## config.mk

```make
export PLATFORM = sky130hd
export DESIGN_NAME = bos_ram
export DESIGN_NICKNAME = d
export VERILOG_FILES = /design/src/rtl/bos_ram.sv
export SDC_FILE = /design/constraint.sdc
export NUM_CORES = 1
export LEC_CHECK = 0
export BUFFER_PORTS_ARGS = -buffer_cell sky130_fd_sc_hd__buf_2
export CAP_MARGIN = 40
export CORE_MARGIN = 2
export CORE_UTILIZATION = 35
export DETAILED_ROUTE_END_ITERATION = 16
export GPL_ROUTABILITY_DRIVEN = 0
export SYNTH_ARGS = -nofsm -noshare
export SYNTH_HDL_FRONTEND = slang
export SYNTH_SLANG_ARGS = --single-unit
```

## constraint.sdc

```tcl
create_clock -name clk -period 2.8 [get_ports clk]
set_input_delay 0.14 -clock clk [delete_from_list [all_inputs] [get_ports clk]]
set_output_delay 0.14 -clock clk [all_outputs]
set_load 0.005 [all_outputs]
```

## src/rtl/bos_ram.sv

```systemverilog
// bos_ram: generic one-write, one-read RAM with registered read data.
// No dependencies.
module bos_ram #(
	parameter int WIDTH = 8,
	parameter int DEPTH = 64
) (
	input  logic                     clk,
	input  logic                     we,
	input  logic [$clog2(DEPTH)-1:0] waddr,
	input  logic [WIDTH-1:0]         wdata,
	input  logic [$clog2(DEPTH)-1:0] raddr,
	output logic [WIDTH-1:0]         rdata
);
	logic [WIDTH-1:0] mem [DEPTH];

	always_ff @(posedge clk) begin
		if (we) begin
			mem[waddr] <= wdata;
		end
		rdata <= mem[raddr];
	end
endmodule

```

==> results.yml, run 1 <==
timing:
  layout_min_cycle_time_ns: 2.01
  fin_skew_ns: 0.0152
  max_slew_margin_pct: 42.8
  tightest_slew_ns: 0.858
  hold_viol_final: 0
  rsz0062_at_grt: "no"
  setup_viol: 0
  fmax_mhz: 498
  drv_slew: 0
  period_share_pct: 71.8
  tns_ns: 0
critical_path:
  worst-path-max-fanout: 1
  cp_slowest_cell: "mux4_2"
  r2r-start: "mem[55][7]$_DFFE_PP_"
  start_kind: "register"
  critPathKind: "reg2reg"
  path_cells: "mux4_2 -> mux4_2 -> o21ai_0 -> nand2_1"
  reg2reg_slack_ns: 0.79
  worst_r2r_path_depth: 4
  arrival_ns: 2.47
  startpoint: "mem[55][7]$_DFFE_PP_"
  critPathRequiredTime_ns: 3.26
  crit_path_max_incr_delay_ns: 0.50
  r2r-end: "rdata[7]$_DFF_P_"
  cpMostUsedCell: "mux4_2"
  end_kind: "register"
clock_network:
  htreeDepth: 2
  clockBufferDepth: 3
  clkTransAtPathRegs_ns: 0.06
  cts-root-buf: "clkbuf_16"
  clk_latency_ns: 0.60
  cts_buffers: 51
  clock-sinks: 520
  cts_tree: "yes"
  cts_setup_buffers: 0
  cts_resized: 0
floorplan:
  dieArea_um2: 59600
  start_util_pct: 35.6
  io_pins: 30
  row_count: 87
  die_w_um: 244
  die-height_um: 244
  fp.coreArea_um2: 56700
synth:
  synth_edf_count: 512
  avgSynthCellArea_um2: 21.5
  ys_seq_area_share_pct: 77.0
  synth_ff_type: "edfxtp_1"
  ys.warnings.count: 0
  ys_seq_elements: 520
  synthArstFlopShare_pct: 0
  syn_nets: 962
  syn_inst: 940
  syn_area_um2: 20200
  yosysUniqueCellTypes: 40
detailed_routing:
  drc: 0
  first_pass_iters: 5
  dr.first_iter.drc_count: 1124
  vias: 9713
  via_per_inst: 5.21
  routed_wl_mm: 46.1
  ant_nets: 0
  avgRoutedWirePerCell_um: 24.7
final_layout:
  fin_cells: 1864
  fin_area_um2: 23400
  syn2layout_area_growth_pct: 16.0
  final_cell_mix: "512 x edfxtp_1, 126 x mux4_2, 94 x buf_4"
  nets: 1092
  n_antenna_cell: 0
  multi_input_comb_area_um2: 4320
  fill_cells: 4915
  ff_latch_area_um2: 15500
  drive_above_1_share_pct: 30.9
  layout_commonest_cell: "edfxtp_1"
place:
  place_inst: 1772
  placed_area_um2: 21800
  numPortBuffers: 29
  hpwl_mm: 29.2
power_and_ir_drop:
  finalPower_mw: 16.1
  peakVddDrop_v: 0.000467
  p_leak_nw: 7.39
  power.density_nw_per_um2: 688
global_route:
  grt_pass1_wl_mm: 67.5
  globalRouteTotalUtil_pct: 15.6
  antenna_found_initial: 4
  overflow: 0
  grt_max_degree: 65
  grt_pass1_vias: 9918
hold_path:
  min_from: "wdata[1]"
  hp-class: "in2reg"
  hold_depth: 2
  min_to: "mem[18][1]$_DFFE_PP_"
run_status:
  status: "finished, final reports clean"
run:
  drv_cap: 0
## power breakdown
part	leakage (nW)	internal, mW	switching, mW
combinational	1.94	0.321	0.496
sequential	4.67	8.61	0.0300
clock	0.776	3.81	2.83
## layer usage
metal	routed length (um)	part of all wire, %	vias up	track usage, %
met2	21900	48	336	24.8
met3	3430	7.4	87	3.82
met5	40	0.087	-	0
met4	1190	2.6	6	5.04
li1	-	-	4191	-
met1	19500	42	5093	21.1
## cells in the mapped netlist, types with 8 or more instances
library cell	number	share of area [%]
buf_2	11	0.27
buf_4	13	0.48
clkbuf_1	17	0.32
dfxtp_1	8	0.79
edfxtp_1	512	76
mux2_2	13	0.73
mux2i_1	23	1.1
mux4_2	126	14
nand2_1	19	0.35
nand3_1	13	0.32
nor2_1	83	1.5
nor2b_1	14	0.43
o221ai_1	8	0.35
o22ai_1	8	0.25
## cells by family after synthesis
| kind of cell | after synthesis | synth area share, % |
|---|---|---|
| flip-flops | 520 | 77.0 |
| AO/OA/AOI/OAI | 54 | 2.07 |
| multiplexers | 162 | 15.9 |
| buffers and inverters | 51 | 1.57 |
| AND/OR/NAND/NOR | 153 | 3.39 |
## worst max-delay path, delay by kind of cell, from the launching register on
family             cells  cell delay, ns
muxes                  2            0.99
AOI/OAI and AO/OA      1            0.42
and+or+nand+nor        1            0.11
DFF                    1            0.37
## worst max-delay path by stage
stage / endpoint / depth (start not counted)
after floorplan: rdata[3]$_DFF_P_ / 7
after global placement: rdata[7]$_DFF_P_ / 6
after detailed placement: rdata[0]$_DFF_P_ / 7
after CTS: rdata[7]$_DFF_P_ / 4
after global routing: rdata[7]$_DFF_P_ / 4
final: rdata[7]$_DFF_P_ / 4
## stage by stage
stage,setup WS (ns),util (%),hold slack [ns]
floorplan,0.992,-,0.239
global placement,0.411,38.4,0.577
detailed placement,0.407,38.4,0.566
CTS,0.775,41.2,0.0491
global route,0.768,41.2,0.0684
finish,0.790,41.2,0.0619
## cell type report
class / count / area share (%)
Clock buffer: 63 / 5.83
Clock inverter: 28 / 1.05
Multi-Input combinational cell: 369 / 18.5
Sequential cell: 520 / 66.4
Tap cell: 756 / 4.04
Timing Repair Buffer: 128 / 4.19
## repair_timing
item                                    in CTS  in global routing
hold buffers                                 1                  0
endpoints found under the setup margin       0                  0
hold endpoints to repair                     1                  0
## state kept, by name (all words and copies together) (netlist names)
name   count
mem      512
rdata      8
(Power assumes the default switching activity.)
==> run 2: changes to the inputs <==
--- a/config.mk
+++ b/config.mk
@@ -5,6 +5,7 @@
 export SDC_FILE = /design/constraint.sdc
 export NUM_CORES = 1
 export LEC_CHECK = 0
+export ABC_AREA = 1
 export BUFFER_PORTS_ARGS = -buffer_cell sky130_fd_sc_hd__buf_2
 export CAP_MARGIN = 40
 export CORE_MARGIN = 2
==> constraint.sdc (replaced) <==
create_clock -name clk -period 1.6 [get_ports clk]
set_input_delay 0.08 -clock clk [delete_from_list [all_inputs] [get_ports clk]]
set_output_delay 0.08 -clock clk [all_outputs]
set_load 0.005 [all_outputs]
==> results.yml, run 2 <==
global_route:
  grt_pass1_vias: 13600
  globalRouteTotalUtil_pct: 17.3
  overflow: 0
  grt_pass1_wl_mm: 82.8
  antenna_found_initial: 0
  grt_max_degree: 76
detailed_routing:
  avgRoutedWirePerCell_um: 19.9
  wl_met3_mm: 4.55
  met1_length_mm: 24.3
  via_per_inst: 5.10
  routed_wl_mm: 54.6
  dr.first_iter.drc_count: 1618
  first_pass_iters: 6
  vias: 14000
  route.met2.wl_mm: 24.6
  drc: 0
  top_layer: "met4"
  ant_nets: 0
clock_network:
  clockBufferDepth: 3
  clkTransAtPathRegs_ns: 0.06
  htreeDepth: 2
  cts-root-buf: "clkbuf_16"
  cts_resized: 0
  ctsHoldBuffers: 2
  clk_latency_ns: 0.60
  clock-sinks: 520
  cts_setup_buffers: 0
  cts_buffers: 53
  cts_tree: "yes"
run_status:
  status: "finished, final reports clean"
final_layout:
  largest_reg_flops: 512
  nets: 1948
  fill_cells: 5602
  final_cell_mix: "648 x nand2_1, 512 x edfxtp_1, 439 x nand3_1"
  syn2layout_area_growth_pct: 16.0
  drive_above_1_share_pct: 12.8
  largest-register: "mem"
  largestRegisters: "mem: 512 flops, rdata: 8 flops"
  layout_commonest_cell: "nand2_1"
synth:
  synth_ff_type: "edfxtp_1"
  synth_top_area_cell: "edfxtp_1"
  syn_area_um2: 21300
  synth_common_cells: "648 x nand2_1, 512 x edfxtp_1, 439 x nand3_1"
  syn_nets: 1827
  ys_seq_area_share_pct: 72.8
  ys.warnings.count: 0
  synthMostInstantiatedCell: "nand2_1"
  syn_inst: 1805
  synthTopCellsByArea: "edfxtp_1 72%, nand2_1 11%, nand3_1 10%, buf_6 1.8%, nor2_1 0.99%"
  yosysUniqueCellTypes: 16
  avgSynthCellArea_um2: 11.8
  ys_seq_elements: 520
  synth_edf_count: 512
  yosysTopAreaCellShare_pct: 72.0
  synthArstFlopShare_pct: 0
place:
  hpwl_mm: 32.5
  place_ws_ns: -0.0385
  numPortBuffers: 29
critical_path:
  worst-path-max-fanout: 1
  arrival_ns: 1.83
  r2r-end: "rdata[3]$_DFF_P_"
  critPathRequiredTime_ns: 2.09
  start_kind: "register"
  reg2reg_slack_ns: 0.25
  critPathKind: "reg2reg"
  r2r-start: "mem[22][3]$_DFFE_PP_"
  end_kind: "register"
  worst_r2r_path_depth: 8
run:
  drv_cap: 0
floorplan:
  fp.coreArea_um2: 60400
  dieArea_um2: 63000
  die_w_um: 251
  row_count: 90
  io_pins: 30
  die-height_um: 251
  start_util_pct: 35.4
power_and_ir_drop:
  power.density_nw_per_um2: 1160
  power.switching_mw: 6.43
  power.share.clock_pct: 40.9
  p_comb_share_pct: 6.6
  p_sw_share_pct: 22.3
  finalPower_mw: 28.8
  internal_power_mw: 22.4
  peakVddDrop_v: 0.000802
  p_leak_nw: 9.05
  pwr-share-seq_pct: 52.4
hold_path:
  min_to: "mem[25][6]$_DFFE_PP_"
  hold_depth: 2
  hp-class: "in2reg"
  min_from: "wdata[6]"
timing:
  period_share_pct: 84.2
  setup_viol: 0
  tns_ns: 0
  fmax_mhz: 743
  fin_skew_ns: 0.0121
  tightest_slew_ns: 0.839
  rsz0062_at_grt: "no"
  max_slew_margin_pct: 44.1
  hold_viol_final: 0
  setup_ws_ns: 0.253
  layout_min_cycle_time_ns: 1.35
  drv_slew: 0
-- run 2: changes by cell type in the layout (fill, tap and decap cells not counted), moves of 14 or more --
cell	change
nand2_1	+629
nand3_1	+426
mux4_2	-126
buf_4	+29
nor2_1	-27
mux2i_1	-23
buf_12	+20
nor2b_1	-14
-- run 2: worst max-delay path, stage by stage (launching register included) --
cell and delay (ns):
edfxtp_1 0.37, nand2_1 0.07, nand3_1 0.07, nand3_1 0.14, nand2_1 0.10, nand2_1 0.07, nand3_1 0.12, nand3_1 0.23
nand2_1 0.08
-- run 2: worst max-delay path by stage --
stage,to,slack [ns],cells past startpoint,from
global placement,rdata[1]$_DFF_P_,-0.02,11,raddr[0]
floorplan,mem[48][0]$_DFFE_PP_,-0.25,3,we
detailed placement,rdata[1]$_DFF_P_,-0.04,11,raddr[0]
CTS,rdata[7]$_DFF_P_,0.27,8,mem[1][7]$_DFFE_PP_
finish,rdata[3]$_DFF_P_,0.25,8,mem[22][3]$_DFFE_PP_
global route,rdata[2]$_DFF_P_,0.16,8,mem[3][2]$_DFFE_PP_
-- run 2: final cells by class --
cell class              instances  area (um2)  share of cell area (%)
flip-flops and latches        520       15500                    62.7
multi-input cells            1160        4950                    20.0
repair buffers                179        1610                    6.50
clock buffers                  69        1430                    5.77
well taps                     782         978                    3.95
clock inverters                25         205                   0.829
inverters                      12        52.6                   0.212
diodes                          2        5.00                  0.0202
-- run 2: logic make-up after synthesis --
logic type,synth area share (%)
AND/OR/NAND/NOR,23.2
flip-flops,72.8
buffers and inverters,4.02
-- run 2: routing by layer --
metal	vias up	track usage, %
li1	6594	-
met1	6831	24.8
met2	521	26.8
met3	85	3.49
met4	0	4.88
met5	-	0
-- run 2: power by group through the flow --
stage	sequential, mW	combinational (mW)	clock [mW]
detailed placement	15.4	1.90	0
global placement	15.4	1.89	0
floorplan	15.4	1.06	0
global route	15.1	2.09	12.6
CTS	15.1	1.92	12.0
finish	15.1	1.91	11.8
-- run 2: per-stage QoR --
stage          utilization (%)  area, um2  cells  hold slack (ns)
2_1_floorplan                -      21300   1805            0.179
3_3_place_gp              38.3      23100   2651            0.481
3_5_place_dp              38.3      23100   2651            0.498
4_1_cts                   41.0      24800   2747         0.000838
5_1_grt                   41.0      24800   2747           0.0210
6_report                  41.0      24800   2749          0.00934
