<file path="src/rtl/bos_pkg.sv">
// bos_pkg: shared types and constants for the box overlap suppression core.
// No dependencies; used by bos_iou and box_overlap_suppression_core.
package bos_pkg;

	localparam int          FRAC_BITS    = 16;
	localparam int          THRESH_BITS  = 16;
	localparam logic [15:0] THRESH_RESET = 16'd52429;

	typedef struct packed {
		logic start;
	} iou_req_t;

	typedef struct packed {
		logic done;
		logic overlap;
	} iou_rsp_t;

endpackage

</file>
<file path="src/rtl/bos_iou.sv">
// bos_iou: pairwise overlap test, intersection*2^16 > threshold*union, on one
// shared registered multiplier over up to six steps. Depends on bos_pkg.
module bos_iou #(
	parameter int COORD_BITS = 12
) (
	input  logic                         clk,
	input  logic                         arst_n,
	input  bos_pkg::iou_req_t            req,
	input  logic [4*COORD_BITS-1:0]      box_a,
	input  logic [4*COORD_BITS-1:0]      box_b,
	input  logic [bos_pkg::THRESH_BITS-1:0] thresh,
	output bos_pkg::iou_rsp_t            rsp
);
	localparam int CB = COORD_BITS;
	localparam int DW = CB + 1;
	localparam int MW = 2 * CB + 3;
	localparam int PW = 2 * MW;

	typedef enum logic [6:0] {
		ST_IDLE = 7'b0000001,
		ST_M1   = 7'b0000010,
		ST_M2   = 7'b0000100,
		ST_M3   = 7'b0001000,
		ST_UNI  = 7'b0010000,
		ST_THR  = 7'b0100000,
		ST_CMP  = 7'b1000000
	} step_t;

	step_t step_q;
	logic [4*CB-1:0] a_q, b_q;
	logic signed [MW-1:0] op_a, op_b, uni_q;
	logic signed [PW-1:0] p_q, inter_q, area_a_q, prod, uni_sum, lhs;
	logic [CB-1:0] xl, yt, xr, yb;
	logic signed [DW-1:0] w, h;

	function automatic logic signed [MW-1:0] sx(input logic signed [DW-1:0] v);
		sx = {{(MW-DW){v[DW-1]}}, v};
	endfunction

	function automatic logic signed [DW-1:0] dif(input logic [CB-1:0] hi, input logic [CB-1:0] lo);
		dif = $signed({1'b0, hi}) - $signed({1'b0, lo});
	endfunction

	// corner fields: {left, top, right, bottom}
	always_comb begin
		xl = (a_q[4*CB-1:3*CB] > b_q[4*CB-1:3*CB]) ? a_q[4*CB-1:3*CB] : b_q[4*CB-1:3*CB];
		yt = (a_q[3*CB-1:2*CB] > b_q[3*CB-1:2*CB]) ? a_q[3*CB-1:2*CB] : b_q[3*CB-1:2*CB];
		xr = (a_q[2*CB-1:CB] < b_q[2*CB-1:CB]) ? a_q[2*CB-1:CB] : b_q[2*CB-1:CB];
		yb = (a_q[CB-1:0] < b_q[CB-1:0]) ? a_q[CB-1:0] : b_q[CB-1:0];
		w  = dif(xr, xl);
		h  = dif(yb, yt);
		if (w[DW-1]) begin
			w = '0;
		end
		if (h[DW-1]) begin
			h = '0;
		end
	end

	always_comb begin
		op_a = sx(w);
		op_b = sx(h);
		case (step_q)
			ST_M2: begin
				op_a = sx(dif(a_q[2*CB-1:CB], a_q[4*CB-1:3*CB]));
				op_b = sx(dif(a_q[CB-1:0], a_q[3*CB-1:2*CB]));
			end
			ST_M3: begin
				op_a = sx(dif(b_q[2*CB-1:CB], b_q[4*CB-1:3*CB]));
				op_b = sx(dif(b_q[CB-1:0], b_q[3*CB-1:2*CB]));
			end
			ST_THR: begin
				op_a = {{(MW-bos_pkg::THRESH_BITS){1'b0}}, thresh};
				op_b = uni_q;
			end
			default: ;
		endcase
	end

	assign prod    = op_a * op_b;
	assign uni_sum = area_a_q + p_q - inter_q;
	assign lhs     = inter_q <<< bos_pkg::FRAC_BITS;

	always_ff @(posedge clk) begin
		p_q <= prod;
		if (req.start) begin
			a_q <= box_a;
			b_q <= box_b;
		end
		if (step_q == ST_M2) inter_q <= p_q;
		if (step_q == ST_M3) area_a_q <= p_q;
		if (step_q == ST_UNI) uni_q <= uni_sum[MW-1:0];
	end

	always_ff @(posedge clk or negedge arst_n) begin
		if (!arst_n) begin
			step_q <= ST_IDLE;
			rsp    <= '0;
		end else begin
			rsp <= '0;
			case (step_q)
				ST_IDLE: if (req.start) step_q <= ST_M1;
				ST_M1:   step_q <= ST_M2;
				ST_M2:   step_q <= ST_M3;
				ST_M3:   step_q <= ST_UNI;
				ST_UNI:  step_q <= ST_THR;
				ST_THR: begin
					// union of zero or less never overlaps
					if (uni_q[MW-1] || uni_q == '0) begin
						rsp.done <= 1'b1;
						step_q   <= ST_IDLE;
					end else begin
						step_q <= ST_CMP;
					end
				end
				ST_CMP: begin
					rsp.done    <= 1'b1;
					rsp.overlap <= lhs > p_q;
					step_q      <= ST_IDLE;
				end
				default: step_q <= ST_IDLE;
			endcase
		end
	end
endmodule

</file>
<file path="config.mk">
export PLATFORM = sky130hd
export DESIGN_NAME = bos_iou
export DESIGN_NICKNAME = d
export VERILOG_FILES = /design/src/rtl/bos_pkg.sv /design/src/rtl/bos_iou.sv
export SDC_FILE = /design/constraint.sdc
export NUM_CORES = 2
export LEC_CHECK = 0
export BUFFER_PORTS_ARGS = -buffer_cell sky130_fd_sc_hd__buf_2
export CAP_MARGIN = 40
export CORE_UTILIZATION = 30
export CTS_BUF_LIST = sky130_fd_sc_hd__clkbuf_2
export DETAILED_ROUTE_END_ITERATION = 6
export GPL_ROUTABILITY_DRIVEN = 1
export PLACE_DENSITY = 0.45
export SETUP_SLACK_MARGIN = 0.2
export SYNTH_ARGS = -nofsm -noshare
export SYNTH_HDL_FRONTEND = slang
export SYNTH_SLANG_ARGS = --single-unit
export TNS_END_PERCENT = 20
</file>
<file path="constraint.sdc">
create_clock -name clk -period 29.1 [get_ports clk]
set_input_delay 4.365 -clock clk [delete_from_list [all_inputs] [get_ports clk]]
set_output_delay 4.365 -clock clk [all_outputs]
set_load 0.02 [all_outputs]
</file>
==> tab_implementation.tex <==
\begin{tabular}{lr}
\hline
Metric & Value \\
\hline
\multicolumn{2}{l}{\textbf{Final layout}} \\
Final layout net count & 4801 \\
Count of filler cells inserted in the layout & 12.0k \\
Sequential cell area & 6950 um2 \\
Utilization of the core after routing & 0.333 \\
Multi-input combinational cell area & 24400 um2 \\
Synthesis-to-layout area growth & 9.67\% \\
Fraction of layout cells with a size suffix above 1 & 0.0947 \\
\multicolumn{2}{l}{\textbf{Worst setup path}} \\
Required @ worst endpoint & 30.14 ns \\
Arrival time of the worst setup path & $\sim$14 ns \\
Worst stage delay on the critical path & 0.73 ns \\
Sort of element at the end of the critical path & register \\
Worst-path fanout max & 12 \\
Critical Setup Path Class & register to register \\
Type of element launching the critical path & register \\
Crit-path most repeated cell & fa\_1 \\
Slowest stage cell on the critical path & o21ai\_0 \\
\multicolumn{2}{l}{\textbf{Power}} \\
Leakage & 0.0190 uW \\
Sw Ratio & 0.536 \\
Net switching power of the design & 1810 uW \\
Power share of the combinational group & 0.756 \\
P per Cell Area & 88.4 nW/um2 \\
Sequential power share & 0.157 \\
Internal power consumption & 1570 uW \\
Peak ir drop on the vdd network & 0.0000485 V \\
Clock power share & 0.087 \\
\multicolumn{2}{l}{\textbf{Detailed routing}} \\
Via density per instance & approximately 4.7 \\
Routed via count & 25.4k \\
Routed WL & 108000 um \\
Detailed-router iteration count before antenna repair & 7 \\
Average detailed-routed wire length per instance & 20.1 um \\
Number of violations reported at the end of detailed-routing iteration 0 & 1343 \\
Final ANT Viol Nets & 0 \\
Number of remaining DRC errors & 0 \\
\multicolumn{2}{l}{\textbf{Timing}} \\
Final-report max-slew violation count & 0 \\
Final count of hold timing violations & 0 \\
RSZ-0062 raised after global routing & no \\
Max Fclk & 77.7 MHz \\
Layout Skew & 0.158 ns \\
Tightest Pin Transition & about 0.91 ns \\
Slew HR & 0.385 \\
Portion of the clock cycle consumed by the worst path in the final layout & 0.442 \\
Total of endpoints with negative setup slack in the final report & 0 \\
Setup\_tns & 0 ns \\
PnR worst setup slack & between 15 and 20 ns \\
Post-route minimum period & about 13 ns \\
\multicolumn{2}{l}{\textbf{Floorplanning}} \\
Die extent in x & 343 um \\
Number of top-level pins & 117 \\
Die Span Y & 343 um \\
Count of standard-cell rows & 124 \\
Area enclosed by the die boundary & $\sim$120000 um2 \\
Initial Utilization & 0.304 \\
Area of the core & 115000 um2 \\
\multicolumn{2}{l}{\textbf{Clock network}} \\
CTS hold repair buffers & 0 \\
Clock tree from TritonCTS & done \\
Clock-pin slew of the registers on the worst-case setup and hold paths & 0.12 ns \\
H-tree level count & 3 \\
Number of sinks handled by clock tree synthesis & 251 \\
Clock network latency to the later pin of the worst-skew pair & between 1 and 1.5 ns \\
PostCTS Resize Cnt & 0 \\
Root cell of the clock tree & clkbuf\_2 \\
CTS Buf Count & 75 \\
Post CTS Setup Buffer Count & 0 \\
Buffer levels on the longest clock path & 3 \\
\multicolumn{2}{l}{\textbf{Place}} \\
Detailed placement HPWL & 90300 um \\
Final Wtd Congestion & a little under 0.9 \\
Pre-CTS worst setup slack & 15.81 ns \\
Number of port buffers & 116 \\
\multicolumn{2}{l}{\textbf{Synthesis}} \\
Number of warning messages in the yosys log & 0 \\
Top cells by area in the synthesized netlist & fa\_1 (32\%), edfxtp\_1 (16\%), ha\_1 (12\%) \\
Most frequently used flop master after synthesis & edfxtp\_1 \\
Library cell with the highest instance count after synthesis & inv\_1 \\
Part of the Yosys area used for sequential elements & 0.199 \\
Post-Synth Adder-Cell Area & 0.442 \\
Post-synth EDFFs & 188 \\
Area fraction in compound gates after synthesis & 0.101 \\
List of most frequent post-synthesis cells & inv\_1 (851), fa\_1 (565), ha\_1 (328) \\
Average instance area after synthesis & 9.61 um2 \\
Fraction of registers with async set/reset & 0.0359 \\
Main combinational cell family by area after synthesis & adder cells \\
Multiplexer fraction of the synthesized cell area & 0.0163 \\
Distinct cell type count of the synthesized netlist & 88 \\
Post-synthesis cell type with the largest combined area & fa\_1 \\
Synthesized instance count & 3631 \\
Area share of the largest cell type after synthesis & 0.324 \\
Seq cells post-synth & 251 \\
Netlist area before placement & 34900 um2 \\
Xor/xnor cell area share of the yosys netlist & 0.0268 \\
Simple-gate share of the synthesized area & 0.111 \\
Nets in the synthesized netlist & 4639 \\
\multicolumn{2}{l}{\textbf{GRT}} \\
Gr ovfl total & 0 \\
Global-route usage over all layers & 0.191 \\
Vias in the first global route & between 20k and 30k \\
Maximum number of pins on one net before global-route repair & 68 \\
Antenna violations before repair & 5 \\
Global-route wire length before repair & 168000 um \\
\multicolumn{2}{l}{\textbf{Hold path}} \\
Path type of the worst min-delay path & register to register \\
\multicolumn{2}{l}{\textbf{Job}} \\
Max capacitance violation total & 0 \\
\multicolumn{2}{l}{\textbf{Run status}} \\
Result of the run & finished clean \\
\hline
\end{tabular}
worst max-delay path, delay by kind of cell, from the launching register on:
family | cells | cell delay, ns
compound gates | 19 | 5.47
xor+xnor | 1 | 0.13
fa+ha+maj | 11 | 4.82
buf+inv | 7 | 0.81
flops | 1 | 0.49
mux | 1 | 0.17
simple gates | 5 | 0.90
cells by family after synthesis:
group / Yosys count
xor+xnor: 107
compound gates: 526
fa+ha+maj: 893
mux: 54
simple gates: 852
buf+inv: 948
flops: 251
routing by layer:
layer	up-vias	global-route usage	share of wire
met3	157	0.0210	0.038
li1	11900	-	-
met5	-	0	0.00010
met1	12800	0.249	0.44
met4	2	0.0669	0.035
met2	561	0.325	0.48
worst paths after layout:
path,startpoint,end,slack [ns],depth (start not counted)
max in group asynchronous,arst_n,rsp[0],25.54,1
setup reg to reg,a_q[13],p_q[48],16.24,44
min in group asynchronous,arst_n,step_q[6],3.16,1
hold reg to reg,p_q[25],area_a_q[25],0.39,0
setup / recovery,a_q[13],p_q[48],16.24,44
hold / removal,p_q[25],area_a_q[25],0.39,0
power groups by stage:
stage / clock [uW] / combinational, uW / sequential (uW)
after floorplan: 0 / 1820 / 512
after global placement: 0 / 2580 / 543
after detailed placement: 0 / 2560 / 540
after CTS: 313 / 2600 / 534
after global routing: 326 / 2910 / 539
final: 293 / 2560 / 533
area by class of cell:
cell class,instances,area share
repair buffers,176,0.0292
diodes,1,0.0000654
clock buffers,112,0.0146
well taps,1512,0.0494
flip-flops and latches,251,0.182
clock inverters,28,0.00415
multi-input cells,2432,0.637
inverters,857,0.0840
through the flow:
step,total power (uW),std cells,cell area [um2],hold slack [ns]
final,3380,5369,38300,0.392
after global routing,3780,5369,38300,0.372
after detailed placement,3100,5228,37600,0.450
after floorplan,2330,3631,34900,0.408
after CTS,3440,5368,38300,0.384
after global placement,3120,5211,37400,0.450
sequential cells by signal (all words and copies together), names as in the netlist:
| register | cells |
|---|---|
| uni_q | 27 |
| rsp | 2 |
| step_q | 7 |
| area_a_q | 27 |
| inter_q | 38 |
| p_q | 54 |
| b_q | 48 |
| a_q | 48 |
layout by cell type (no fill, tap or decap), types with 40 or more instances in the layout:
master	synthesis	layout
nand3_1	41	41
clkbuf_2	1	112
buf_2	24	115
xnor2_1	67	67
buf_4	8	52
fa_1	565	565
and2_1	42	42
inv_1	851	851
o21ai_0	86	85
nor2_1	244	244
ha_1	328	328
a21o_1	93	93
nor3_1	44	43
edfxtp_1	188	188
nand2_1	324	324
a21oi_1	145	139
xor2_1	40	40
dfxtp_1	54	54
Power figures use the tool's default switching activity.
